File: src/design/brt_pkg.sv
// Shared types and constants for the balanced run trimmer.
// No dependencies; every other design file but brt_out_if uses this package.
package brt_pkg;

  localparam int TABLE_SIZE    = 256;
  localparam int TBL_AW        = $clog2(TABLE_SIZE);
  localparam int BRACKET_KINDS = 8;
  localparam int COUNT_BITS    = 16;
  localparam int CODE_W        = 9;
  localparam int KIND_W        = 4;
  localparam int POS_W         = 16;
  localparam int OPEN_W        = 4;

  typedef enum logic {
    OP_LOAD  = 1'b0,
    OP_TOKEN = 1'b1
  } op_e;

  typedef logic [COUNT_BITS-1:0] cnt_t;
  typedef logic [POS_W-1:0]      pos_t;
  typedef logic [CODE_W-1:0]     code_t;

  typedef struct packed {
    logic              non_initial;
    logic              non_final;
    logic [KIND_W-1:0] closer;
    logic [KIND_W-1:0] opener;
  } class_t;

  typedef struct packed {
    logic   fire;
    logic   last;
    class_t cls;
  } scan_req_t;

  typedef struct packed {
    logic may_start;
    logic run_done;
    pos_t accepted_size;
  } result_t;

endpackage

File: src/design/brt_in_if.sv
// Input channel of the balanced run trimmer: table loads and run tokens.
// Depends on brt_pkg for the opcode type.
interface brt_in_if;
  logic                valid;
  logic                ready;
  brt_pkg::op_e        op;
  logic [8:0]          token_code;
  logic [3:0]          entry_opener_kind;
  logic [3:0]          entry_closer_kind;
  logic                entry_non_final;
  logic                entry_non_initial;
  logic                last;

  modport source (
    output valid, op, token_code, entry_opener_kind, entry_closer_kind,
           entry_non_final, entry_non_initial, last,
    input  ready
  );
  modport sink (
    input  valid, op, token_code, entry_opener_kind, entry_closer_kind,
           entry_non_final, entry_non_initial, last,
    output ready
  );
endinterface

File: src/design/brt_out_if.sv
// Result channel of the balanced run trimmer: one word per run token.
// No dependencies.
interface brt_out_if;
  logic        valid;
  logic        ready;
  logic        may_start;
  logic        run_done;
  logic [15:0] accepted_size;

  modport source (
    output valid, may_start, run_done, accepted_size,
    input  ready
  );
  modport sink (
    input  valid, may_start, run_done, accepted_size,
    output ready
  );
endinterface

File: src/design/brt_class_table.sv
// Token class table: a memory with registered read and per-entry valid bits.
// Depends on brt_pkg; entries never loaded since reset read as all zero.
module brt_class_table (
  input  logic            clk_i,
  input  logic            rst_ni,
  input  logic            wr_en_i,
  input  logic            rd_en_i,
  input  brt_pkg::code_t  addr_i,
  input  brt_pkg::class_t wdata_i,
  output brt_pkg::class_t rdata_o
);
  import brt_pkg::*;

  class_t              mem [TABLE_SIZE];
  logic [TABLE_SIZE-1:0] valid_q;
  class_t              rdata_q;
  logic                hit_q;
  logic                in_range;
  logic [TBL_AW-1:0]   idx;

  assign in_range = {1'b0, addr_i} < (CODE_W + 1)'(TABLE_SIZE);
  assign idx      = addr_i[TBL_AW-1:0];

  always_ff @(posedge clk_i) begin
    if (wr_en_i && in_range) begin
      mem[idx] <= wdata_i;
    end
    if (rd_en_i) begin
      rdata_q <= mem[idx];
    end
  end

  always_ff @(posedge clk_i or negedge rst_ni) begin
    if (!rst_ni) begin
      valid_q <= '0;
      hit_q   <= 1'b0;
    end else begin
      if (wr_en_i && in_range) begin
        valid_q[idx] <= 1'b1;
      end
      if (rd_en_i) begin
        hit_q <= in_range && valid_q[idx];
      end
    end
  end

  assign rdata_o = hit_q ? rdata_q : '0;
endmodule

File: src/design/brt_balance_scan.sv
// Per-run state: bracket balance counters, positions and the result length.
// Depends on brt_pkg; the result is combinational from the current token.
module brt_balance_scan (
  input  logic              clk_i,
  input  logic              rst_ni,
  input  logic              function_mode_i,
  input  brt_pkg::scan_req_t req_i,
  output brt_pkg::result_t  res_o
);
  import brt_pkg::*;

  cnt_t              bal_q [BRACKET_KINDS];
  cnt_t              bal_d [BRACKET_KINDS];
  logic [OPEN_W-1:0] open_q, open_d;
  pos_t              pos_q, pos_d;
  pos_t              lfp_q, lfp_d;
  pos_t              best_q, best_d;
  logic              stop_q, stop_d;
  logic              opk_ok, clk_ok;

  assign opk_ok = (req_i.cls.opener != '0) &&
                  (req_i.cls.opener <= KIND_W'(BRACKET_KINDS));
  assign clk_ok = (req_i.cls.closer != '0) &&
                  (req_i.cls.closer <= KIND_W'(BRACKET_KINDS));

  always_comb begin
    bal_d  = bal_q;
    open_d = open_q;
    stop_d = stop_q;
    pos_d  = (pos_q != '1) ? pos_q + POS_W'(1) : pos_q;
    lfp_d  = req_i.cls.non_final ? lfp_q : pos_d;
    if (!stop_q) begin
      for (int i = 0; i < BRACKET_KINDS; i++) begin
        if (opk_ok && req_i.cls.opener == KIND_W'(i + 1)) begin
          if (bal_q[i] == '0) begin
            open_d = open_d + OPEN_W'(1);
          end
          if (bal_q[i] != '1) begin
            bal_d[i] = bal_q[i] + COUNT_BITS'(1);
          end
        end
      end
      for (int i = 0; i < BRACKET_KINDS; i++) begin
        if (clk_ok && req_i.cls.closer == KIND_W'(i + 1)) begin
          if (bal_d[i] == '0) begin
            stop_d = 1'b1;
          end else begin
            bal_d[i] = bal_d[i] - COUNT_BITS'(1);
            if (bal_d[i] == '0) begin
              open_d = open_d - OPEN_W'(1);
            end
          end
        end
      end
    end
    best_d = (!stop_q && !stop_d && open_d == '0) ? lfp_d : best_q;
  end

  always_comb begin
    res_o.may_start     = !req_i.cls.non_initial;
    res_o.run_done      = req_i.last;
    res_o.accepted_size = '0;
    if (req_i.last) begin
      res_o.accepted_size = function_mode_i ? best_d : lfp_d;
    end
  end

  always_ff @(posedge clk_i or negedge rst_ni) begin
    if (!rst_ni) begin
      for (int i = 0; i < BRACKET_KINDS; i++) begin
        bal_q[i] <= '0;
      end
      open_q <= '0;
      pos_q  <= '0;
      lfp_q  <= '0;
      best_q <= '0;
      stop_q <= 1'b0;
    end else if (req_i.fire) begin
      if (req_i.last) begin
        for (int i = 0; i < BRACKET_KINDS; i++) begin
          bal_q[i] <= '0;
        end
        open_q <= '0;
        pos_q  <= '0;
        lfp_q  <= '0;
        best_q <= '0;
        stop_q <= 1'b0;
      end else begin
        bal_q  <= bal_d;
        open_q <= open_d;
        pos_q  <= pos_d;
        lfp_q  <= lfp_d;
        best_q <= best_d;
        stop_q <= stop_d;
      end
    end
  end
endmodule

File: src/design/balanced_run_trimmer_top.sv
// Top level of the balanced run trimmer.
// Depends on brt_pkg, brt_in_if, brt_out_if, brt_class_table and brt_balance_scan.
//
// The input channel carries two kinds of words. A load word writes one entry
// of the token class table; codes beyond the table are dropped. A token word
// belongs to the current run and is marked last on its final token. Each
// token word gives exactly one result word; load words give none.
// A word accepted at a clock edge reads the class table at that edge; its result
// enters the result register once the output can advance. One word is accepted
// every cycle while the output is not stalled; the table read port and the single
// counter update per token set that figure. The result register decouples the
// channels: while it is empty or being taken, a new input word is accepted. When
// the receiver stalls, the input is held off and the pending token waits with its
// table data. The function mode register is written through cfg_we_i, and the
// user must write it only while the block is idle; the block itself does not
// enforce this. Reset clears the class table, mode and all run state at once.
module balanced_run_trimmer_top (
  input  logic   clk_i,
  input  logic   rst_ni,
  input  logic   cfg_we_i,
  input  logic   cfg_wdata_i,
  brt_in_if.sink   in_i,
  brt_out_if.source out_o
);
  import brt_pkg::*;

  logic      mode_q;
  logic      advance;
  logic      accept;
  logic      s1_valid_q;
  op_e       s1_op_q;
  logic      s1_last_q;
  logic      out_valid_q;
  result_t   out_q;
  class_t    wdata;
  class_t    rdata;
  scan_req_t req;
  result_t   res;

  assign advance    = !out_valid_q || out_o.ready;
  assign in_i.ready = advance;
  assign accept     = in_i.valid && advance;

  assign wdata.opener      = in_i.entry_opener_kind;
  assign wdata.closer      = in_i.entry_closer_kind;
  assign wdata.non_final   = in_i.entry_non_final;
  assign wdata.non_initial = in_i.entry_non_initial;

  brt_class_table u_table (
    .clk_i   (clk_i),
    .rst_ni  (rst_ni),
    .wr_en_i (accept && in_i.op == OP_LOAD),
    .rd_en_i (accept),
    .addr_i  (in_i.token_code),
    .wdata_i (wdata),
    .rdata_o (rdata)
  );

  assign req.fire = advance && s1_valid_q && s1_op_q == OP_TOKEN;
  assign req.last = s1_last_q;
  assign req.cls  = rdata;

  brt_balance_scan u_scan (
    .clk_i           (clk_i),
    .rst_ni          (rst_ni),
    .function_mode_i (mode_q),
    .req_i           (req),
    .res_o           (res)
  );

  always_ff @(posedge clk_i or negedge rst_ni) begin
    if (!rst_ni) begin
      mode_q      <= 1'b0;
      s1_valid_q  <= 1'b0;
      out_valid_q <= 1'b0;
    end else begin
      if (cfg_we_i) begin
        mode_q <= cfg_wdata_i;
      end
      if (advance) begin
        s1_valid_q  <= in_i.valid;
        out_valid_q <= req.fire;
      end
    end
  end

  always_ff @(posedge clk_i) begin
    if (accept) begin
      s1_op_q   <= in_i.op;
      s1_last_q <= in_i.last;
    end
    if (req.fire) begin
      out_q <= res;
    end
  end

  assign out_o.valid         = out_valid_q;
  assign out_o.may_start     = out_q.may_start;
  assign out_o.run_done      = out_q.run_done;
  assign out_o.accepted_size = out_q.accepted_size;
endmodule

File: src/flat_wrapper.sv
// flat-port wrapper written by rule: the top's interface ports become plain ports
module balanced_run_trimmer_top_flat import brt_pkg::*;
  (clk_i, rst_ni, cfg_we_i, cfg_wdata_i, in_i_valid, in_i_op, in_i_token_code, in_i_entry_opener_kind, in_i_entry_closer_kind, in_i_entry_non_final, in_i_entry_non_initial, in_i_last, in_i_ready, out_o_valid, out_o_may_start, out_o_run_done, out_o_accepted_size, out_o_ready);
  brt_in_if in_i_i ();
  brt_out_if out_o_i ();
  input  logic clk_i;
  input  logic rst_ni;
  input  logic cfg_we_i;
  input  logic cfg_wdata_i;
  input wire logic [$bits(in_i_i.valid)-1:0] in_i_valid;
  input wire logic [$bits(in_i_i.op)-1:0] in_i_op;
  input wire logic [$bits(in_i_i.token_code)-1:0] in_i_token_code;
  input wire logic [$bits(in_i_i.entry_opener_kind)-1:0] in_i_entry_opener_kind;
  input wire logic [$bits(in_i_i.entry_closer_kind)-1:0] in_i_entry_closer_kind;
  input wire logic [$bits(in_i_i.entry_non_final)-1:0] in_i_entry_non_final;
  input wire logic [$bits(in_i_i.entry_non_initial)-1:0] in_i_entry_non_initial;
  input wire logic [$bits(in_i_i.last)-1:0] in_i_last;
  output wire logic [$bits(in_i_i.ready)-1:0] in_i_ready;
  output wire logic [$bits(out_o_i.valid)-1:0] out_o_valid;
  output wire logic [$bits(out_o_i.may_start)-1:0] out_o_may_start;
  output wire logic [$bits(out_o_i.run_done)-1:0] out_o_run_done;
  output wire logic [$bits(out_o_i.accepted_size)-1:0] out_o_accepted_size;
  input wire logic [$bits(out_o_i.ready)-1:0] out_o_ready;
  assign in_i_i.valid = in_i_valid;
  assign in_i_i.op = in_i_op;
  assign in_i_i.token_code = in_i_token_code;
  assign in_i_i.entry_opener_kind = in_i_entry_opener_kind;
  assign in_i_i.entry_closer_kind = in_i_entry_closer_kind;
  assign in_i_i.entry_non_final = in_i_entry_non_final;
  assign in_i_i.entry_non_initial = in_i_entry_non_initial;
  assign in_i_i.last = in_i_last;
  assign in_i_ready = in_i_i.ready;
  assign out_o_valid = out_o_i.valid;
  assign out_o_may_start = out_o_i.may_start;
  assign out_o_run_done = out_o_i.run_done;
  assign out_o_accepted_size = out_o_i.accepted_size;
  assign out_o_i.ready = out_o_ready;
  balanced_run_trimmer_top u_core (.clk_i(clk_i), .rst_ni(rst_ni), .cfg_we_i(cfg_we_i), .cfg_wdata_i(cfg_wdata_i), .in_i(in_i_i), .out_o(out_o_i));
endmodule
File: config.mk
export PLATFORM = sky130hd
export DESIGN_NAME = balanced_run_trimmer_top_flat
export DESIGN_NICKNAME = d
export VERILOG_FILES = /design/src/design/brt_pkg.sv /design/src/design/brt_in_if.sv /design/src/design/brt_out_if.sv /design/src/design/brt_class_table.sv /design/src/design/brt_balance_scan.sv /design/src/design/balanced_run_trimmer_top.sv /design/src/flat_wrapper.sv
export SDC_FILE = /design/constraint.sdc
export NUM_CORES = 2
export LEC_CHECK = 0
export BUFFER_PORTS_ARGS = -buffer_cell sky130_fd_sc_hd__buf_2
export CORE_MARGIN = 2
export CORE_UTILIZATION = 30
export DETAILED_ROUTE_END_ITERATION = 8
export GPL_ROUTABILITY_DRIVEN = 0
export PLACE_DENSITY_LB_ADDON = 0.05
export SETUP_SLACK_MARGIN = 0.3
export SKIP_LAST_GASP = 1
export SLEW_MARGIN = 40
export SYNTH_ARGS = -nofsm -noshare
export SYNTH_HDL_FRONTEND = slang
export SYNTH_SLANG_ARGS = --single-unit
export TNS_END_PERCENT = 30
File: constraint.sdc
create_clock -name clk_i -period 9.3 [get_ports clk_i]
set_clock_uncertainty 0.1 [all_clocks]
set_input_delay 0.93 -clock clk_i [delete_from_list [all_inputs] [get_ports clk_i]]
set_output_delay 0.93 -clock clk_i [all_outputs]
set_load 0.005 [all_outputs]
; ---- Yosys cells after proc, flatten, opt, wreduce, memory -nomap -nowiden
; Memory sizes are Yosys's and may differ from the RTL's. A register that Yosys moved wholly into a read port is not among the register bits.
; Index checks and enable logic that the tools add are counted.
[word_totals]
n_memories = 1
mem_bits_rw = 2560
in_bits = 27
register_bits = 461
[classes]
reduce_logical = 60
order_cmp = 5
n_addsub = 33
n_eq_ne = 26
bitwise_logic = 2
mux = 132
[memory_table]
columns = memory, words, word_bits, read_ports, rd_clocked_by_memory_dff, write_ports, line
row1 = u_core.u_table.mem, 256, 10, 1, 1, 1, brt_class_table.sv:14  ; class_t mem [TABLE_SIZE];
[ops]
columns = cell, n
row1 = 16-bit two-way mux, 47
row2 = 16-bit logical NOT, 24
row3 = 128-bit two-way mux, 2
row4 = 256-bit bitwise OR, 1
row5 = 4-bit two-way mux, 57
row6 = 16-bit by 1-bit adder with 16-bit output (second input constant), 9
row7 = 16-bit != test (second input constant), 9
row8 = 16-bit by 1-bit subtractor with 16-bit output (second input constant), 8
row9 = 4-bit by 1-bit adder with 4-bit output (second input constant), 8
row10 = 4-bit by 3-bit == test with 1-bit output (second input constant), 8
row11 = 4-bit by 1-bit subtractor with 4-bit output (second input constant), 8
row12 = 1-bit logical AND, 27
row13 = 1-bit two-way mux, 23
row14 = 4-bit by 2-bit == test with 1-bit output (second input constant), 4
row15 = 10-bit two-way mux, 1
row16 = 8-bit by 9-bit less-than comparator with 1-bit output (second input constant), 1
row17 = 9-bit less-than comparator (second input constant), 1
row18 = 1-bit binary-select mux with 8-bit select, 1
row19 = 1-bit demux with 8-bit select, 1
row20 = 4-bit by 1-bit == test with 1-bit output (second input constant), 2
row21 = 4-bit == test (second input constant), 2
row22 = 8-bit by 1-bit >= comparator with 1-bit output (second input constant), 1
row23 = 4-bit less-or-equal comparator (second input constant), 2
row24 = 4-bit nonzero test, 2
row25 = other kinds (6), 9

; ---- Depth between registers and ports, before layout
[depth]
ltp_word = 78
mapped_depth = 46
mapped_depth_nobuf = 44

; ---- Cells and area by module
; A second synthesis with hierarchy kept.
[hier_totals]
hier_cells = 7595
hier_area_um2 = 129525.5
[by_module_without_submodules]
columns = mod, n_inst, cells_each, area_each_um2
row1 = brt_class_table, 1, 4868, 109256.0
row2 = brt_balance_scan, 1, 2695, 19523.7
row3 = balanced_run_trimmer_top, 1, 32, 745.7

; ---- Worst setup path after synthesis
; No wires, ideal clock.
[synth_path]
kind = register to register
start = reg u_core.u_scan.bal_q[118] in the netlist's numbering
end = reg u_core.u_scan.best_q[10]
setup_ns = 0.126
required_time_ns = 9.074
stages_incl_launch_ff = 46
setup_slack_ns = 0.314
arrival_ns = 8.760
synth_period_minus_slack_ns = 8.986
n_path_buf = 3
cell_sequence = dfrtp_1 buf_1 nor4_1 nand4_1 nor2_1 xnor2_1 ha_1 and3_1 or4_1 and2_1 mux2i_1 ha_1 a22oi_1 o211ai_1 xor2_1 nand2_1 o31a_1 ha_1 [... 10 more ...] ha_1 a21o_1 ha_1 nor2_1 o21ba_2 ha_1 mux2_2 ha_1 inv_1 o22ai_1 xnor2_1 xor2_1 xnor2_1 or4b_1 buf_2 buf_6 o21ai_1 nand3_1
[synth_via]
elab_chain_len = 76
elab_cells_between_ends = 104
classes_between = 17 x add/sub / 1 x eq/ne / 79 x mux / 7 x reduce/logical
[synth_lines]
columns = element, line
row1 = from (decl), brt_balance_scan.sv:12  ; cnt_t bal_q [BRACKET_KINDS];
row2 = from (signal assigned), brt_balance_scan.sv:89  ; bal_q <= bal_d;
row3 = 16-bit logical NOT, brt_balance_scan.sv:35  ; if (bal_q[i] == '0) begin
row4 = 4-bit two-way mux, brt_balance_scan.sv:35
row5 = 4-bit two-way mux, brt_balance_scan.sv:34  ; if (opk_ok && req_i.cls.opener == KIND_W'(i + 1)) begin
row6 = 4-bit two-way mux, brt_balance_scan.sv:32  ; if (!stop_q) begin
row7 = 4-bit by 1-bit adder with 4-bit output, brt_balance_scan.sv:36  ; open_d = open_d + OPEN_W'(1);
row8 = 4-bit two-way mux, brt_balance_scan.sv:35
row9 = 4-bit two-way mux, brt_balance_scan.sv:34
row10 = 4-bit two-way mux, brt_balance_scan.sv:32
row11 = [... 60 more ...], --
row12 = 4-bit two-way mux, brt_balance_scan.sv:49  ; if (bal_d[i] == '0) begin
row13 = 4-bit two-way mux, brt_balance_scan.sv:45  ; if (bal_d[i] == '0) begin
row14 = 4-bit two-way mux, brt_balance_scan.sv:44  ; if (clk_ok && req_i.cls.closer == KIND_W'(i + 1)) begin
row15 = 4-bit two-way mux, brt_balance_scan.sv:32
row16 = 4-bit logical NOT, brt_balance_scan.sv:56  ; best_d = (!stop_q && !stop_d && open_d == '0) ? lfp_d : best_q;
row17 = 1-bit logical AND *, brt_balance_scan.sv:56
row18 = 16-bit two-way mux *, brt_balance_scan.sv:56
row19 = 16-bit two-way mux *, brt_balance_scan.sv:79  ; if (req_i.last) begin
row20 = to (signal assigned), brt_balance_scan.sv:93  ; best_q <= best_d;
row21 = to (decl), brt_balance_scan.sv:17  ; pos_t best_q, best_d;
; Mark *: on every way between the ends. The rest lies on a longest branch, timed or not. The select of a mux whose other input is x is not followed.
; A chain may end at the register's enable or synchronous reset.

; ---- Worst setup path in the final report
[layout_path]
start = reg u_core.u_scan.bal_q[126] in the netlist's numbering
end = reg u_core.u_scan.best_q[10]
; The elaborated chain is that of the path after synthesis.

==> out/results.ini <==
[sta]
worst_pin_slew_ps=927
slew_viol_final=0
hold_viol=0
setup_ws_ps=313
period_needed_ps=8990
rsz0062_at_grt=yes
setup_viol=0
setup_tns_ps=0
relSlewSlack_pct=38.2
timing.final.crit_share_pct=96.6
timing.fmax_mhz=111

[finish]
fin_util_pct=35.4
layout_commonest_cell=edfxtp_1
final_cells=13900
fin_nets=7945
nFillCells=40600
syn2layout_area_growth_pct=17.6
final_layout_size_suffix_gt1_share_pct=29.9
final_cell_mix=edfxtp_1, mux4_2, dfrtp_1

[status]
status=completed

[power]
swShare_pct=22.8
p_leak_nw=51.3
p_clk_share_pct=45.5
ir_worst_vdd_mv=0.138
switchingPower_mw=7.09
p_per_area_nw_per_um2=204
power_frac_seq_pct=48.1
p_comb_share_pct=6.4
p_total_mw=31.1
p_int_mw=24.0

[run]
maxCapViolations=0

[route]
drtIter0Drc=5961
drt_wl_total_mm=408
antenna_left=0
dr_total_vias=70600
drc=0
dr.pass1.iters=5
vias_per_cell=5.07
wl_per_cell_um=29.3

[clocking]
clockBufferDepth=4
root_buffer=clkbuf_16
cts.clk_slew.worst_paths_ps=50
clock-sinks=3031
cts_buffers=369
clk_latency_ps=950
tritoncts=done
htree_levels=5

[synth]
yosys_warnings=0
syn-num-nets=7510
ys_ff_latch=3031
synth_ff_type=edfxtp_1
syn_area_per_cell_um2=17.4
synthCells=7435
async_reset_ff_share_pct=14.5
netlist_area_um2=129000
synth_seq_area_share_pct=68.7
synth_cell_types=115
synth_edf_count=2590

[hold_path]
hp-class=in -> reg

[placed_design]
port_buffers=46
place_inst=13200
dp_hpwl_mm=255
pre_cts_slack_ps=-158

[die]
io_pins=47
num_rows=241
dieArea_um2=436000
start_util_pct=30.1
die_x_um=660
design.core.area_um2=430000
die_h_um=660

[worst_setup_path]
cp_common_cell=buf_4
critPathLaunchType=flop
worstPathMaxFanout=10
critPathSlowestCell=or4_4
crit_arrival_ps=9710
critPathRequiredTime_ps=10020
cp-end-kind=flop
crit_type=reg -> reg
max_stage_delay_ps=410

[global_routing]
grt_use_total_pct=18.5
grt_pass1_wl_mm=579
grt_pass1_vias=73300
grt_antenna_before_repair=27
grt_max_degree=132
grt_overflow=0

layout make-up:
| cell class | instances | area [um2] | share of cell area [%] |
|---|---|---|---|
| diodes | 16 | 40.0 | 0.0263 |
| clock buffers | 528 | 10500 | 6.88 |
| well taps | 5710 | 7140 | 4.70 |
| repair buffers | 498 | 4390 | 2.89 |
| clock inverters | 158 | 1430 | 0.939 |
| inverters | 73 | 274 | 0.180 |
| multi-input cells | 3897 | 39500 | 26.0 |
| flip-flops and latches | 3031 | 88800 | 58.4 |
flip-flops by register name, summed over array words and instances, names as in the netlist:
| signal | cells |
|---|---|
| u_core.mode_q | 1 |
| u_core.out_o.run_done | 1 |
| u_core.u_table.mem | 2560 |
| u_core.u_table.rdata_q | 10 |
| u_core.out_o.valid | 1 |
| u_core.out_o.may_start | 1 |
| u_core.s1_valid_q | 1 |
| u_core.s1_op_q | 1 |
| u_core.out_o.accepted_size | 16 |
| u_core.u_scan.pos_q | 16 |
| u_core.u_scan.bal_q | 128 |
| u_core.u_scan.lfp_q | 16 |
| u_core.u_table.hit_q | 1 |
| u_core.s1_last_q | 1 |
| u_core.u_scan.stop_q | 1 |
| u_core.u_scan.open_q | 4 |
| u_core.u_table.valid_q | 256 |
| u_core.u_scan.best_q | 16 |
path summary, 6_finish.rpt:
kind                                       startpoint  depth (start not counted)                         end  slack [ps]
max                          u_core.u_scan.bal_q[126]                         50    u_core.u_scan.best_q[10]         310
min                                          cfg_we_i                          2               u_core.mode_q          90
max reg2reg                  u_core.u_scan.bal_q[126]                         50    u_core.u_scan.best_q[10]         310
min reg2reg                u_core.u_table.valid_q[63]                          1  u_core.u_table.valid_q[63]         360
max in group asynchronous                      rst_ni                          5  u_core.u_table.valid_q[30]        6920
min in group asynchronous                      rst_ni                          2  u_core.u_table.valid_q[69]         420
per-layer routing:
layer | share of wire (%) | GRT usage [%] | up-vias | wire [um]
met3 | 3.6 | 2.15 | 424 | 14800
met2 | 49 | 30.8 | 1423 | 199000
met1 | 46 | 26.3 | 38200 | 187000
met5 | 0 | 0 | - | 0
met4 | 1.9 | 3.56 | 0 | 7880
li1 | - | - | 30500 | -
critical path: cells and delay by family (launching register included):
family | cells | cell delay (ps)
flops | 1 | 400
buf+inv | 12 | 1380
fa+ha+maj | 9 | 2260
mux | 2 | 450
simple gates | 13 | 2400
xor+xnor | 4 | 620
compound gates | 10 | 1290
repair_timing:
| item | in CTS | in global routing |
|---|---|---|
| endpoints found under the setup margin | 33 | 34 |
| gates resized for setup | 26 | 13 |
| endpoints found under the hold margin | 73 | 0 |
| hold buffers | 1 | 0 |
| pin swaps | 26 | 22 |
| cloned | 1 | 0 |
| buffers inserted | 13 | 3 |
power groups by stage:
stage	sequential (mW)	clock, mW	combinational [mW]
detailed placement	15.2	0	1.99
floorplan	15.2	0	1.01
CTS	14.9	14.6	2.04
global placement	15.2	0	1.96
finish	14.9	14.2	1.99
global route	14.9	15.1	2.14
cells in the mapped netlist, types with 26 or more instances:
| cell type | instances | area (um2) |
|---|---|---|
| edfxtp_1 | 2590 | 77800 |
| mux4_2 | 906 | 20400 |
| nor2_1 | 523 | 1960 |
| dfrtp_1 | 441 | 11000 |
| nand2_1 | 427 | 1600 |
| clkbuf_1 | 313 | 1170 |
| or2_2 | 268 | 1680 |
| o21ai_0 | 230 | 1150 |
| xnor2_1 | 172 | 1510 |
| nand3_1 | 162 | 811 |
| nor3_1 | 100 | 500 |
| a21oi_1 | 96 | 480 |
| buf_1 | 87 | 327 |
| xor2_1 | 82 | 718 |
| mux2i_1 | 77 | 771 |
| inv_1 | 72 | 270 |
| nand4_1 | 67 | 419 |
| nor4_1 | 58 | 363 |
| ha_1 | 48 | 601 |
| nor2b_1 | 43 | 269 |
| or3_1 | 42 | 263 |
| and3_1 | 36 | 225 |
| nand2b_1 | 34 | 213 |
| and2_1 | 32 | 200 |
| a31oi_1 | 29 | 181 |
| buf_2 | 27 | 135 |
| mux2_2 | 26 | 293 |
cell families after synthesis:
kind of cell,count (synthesis),synth area share (%)
AO/OA/AOI/OAI,638,3.19
XOR/XNOR,263,1.86
adder cells (fa/ha/maj),48,0.465
buffers and inverters,507,1.52
flip-flops,3031,68.7
multiplexers,1010,16.6
AND/OR/NAND/NOR,1938,7.65
metrics by stage:
stage	hold slack, ps	cell area, um2
2_1_floorplan	334	129000
3_3_place_gp	343	139000
3_5_place_dp	347	140000
4_1_cts	1.98	152000
5_1_grt	58.5	152000
6_report	92.9	152000
Power figures use the tool's default switching activity.
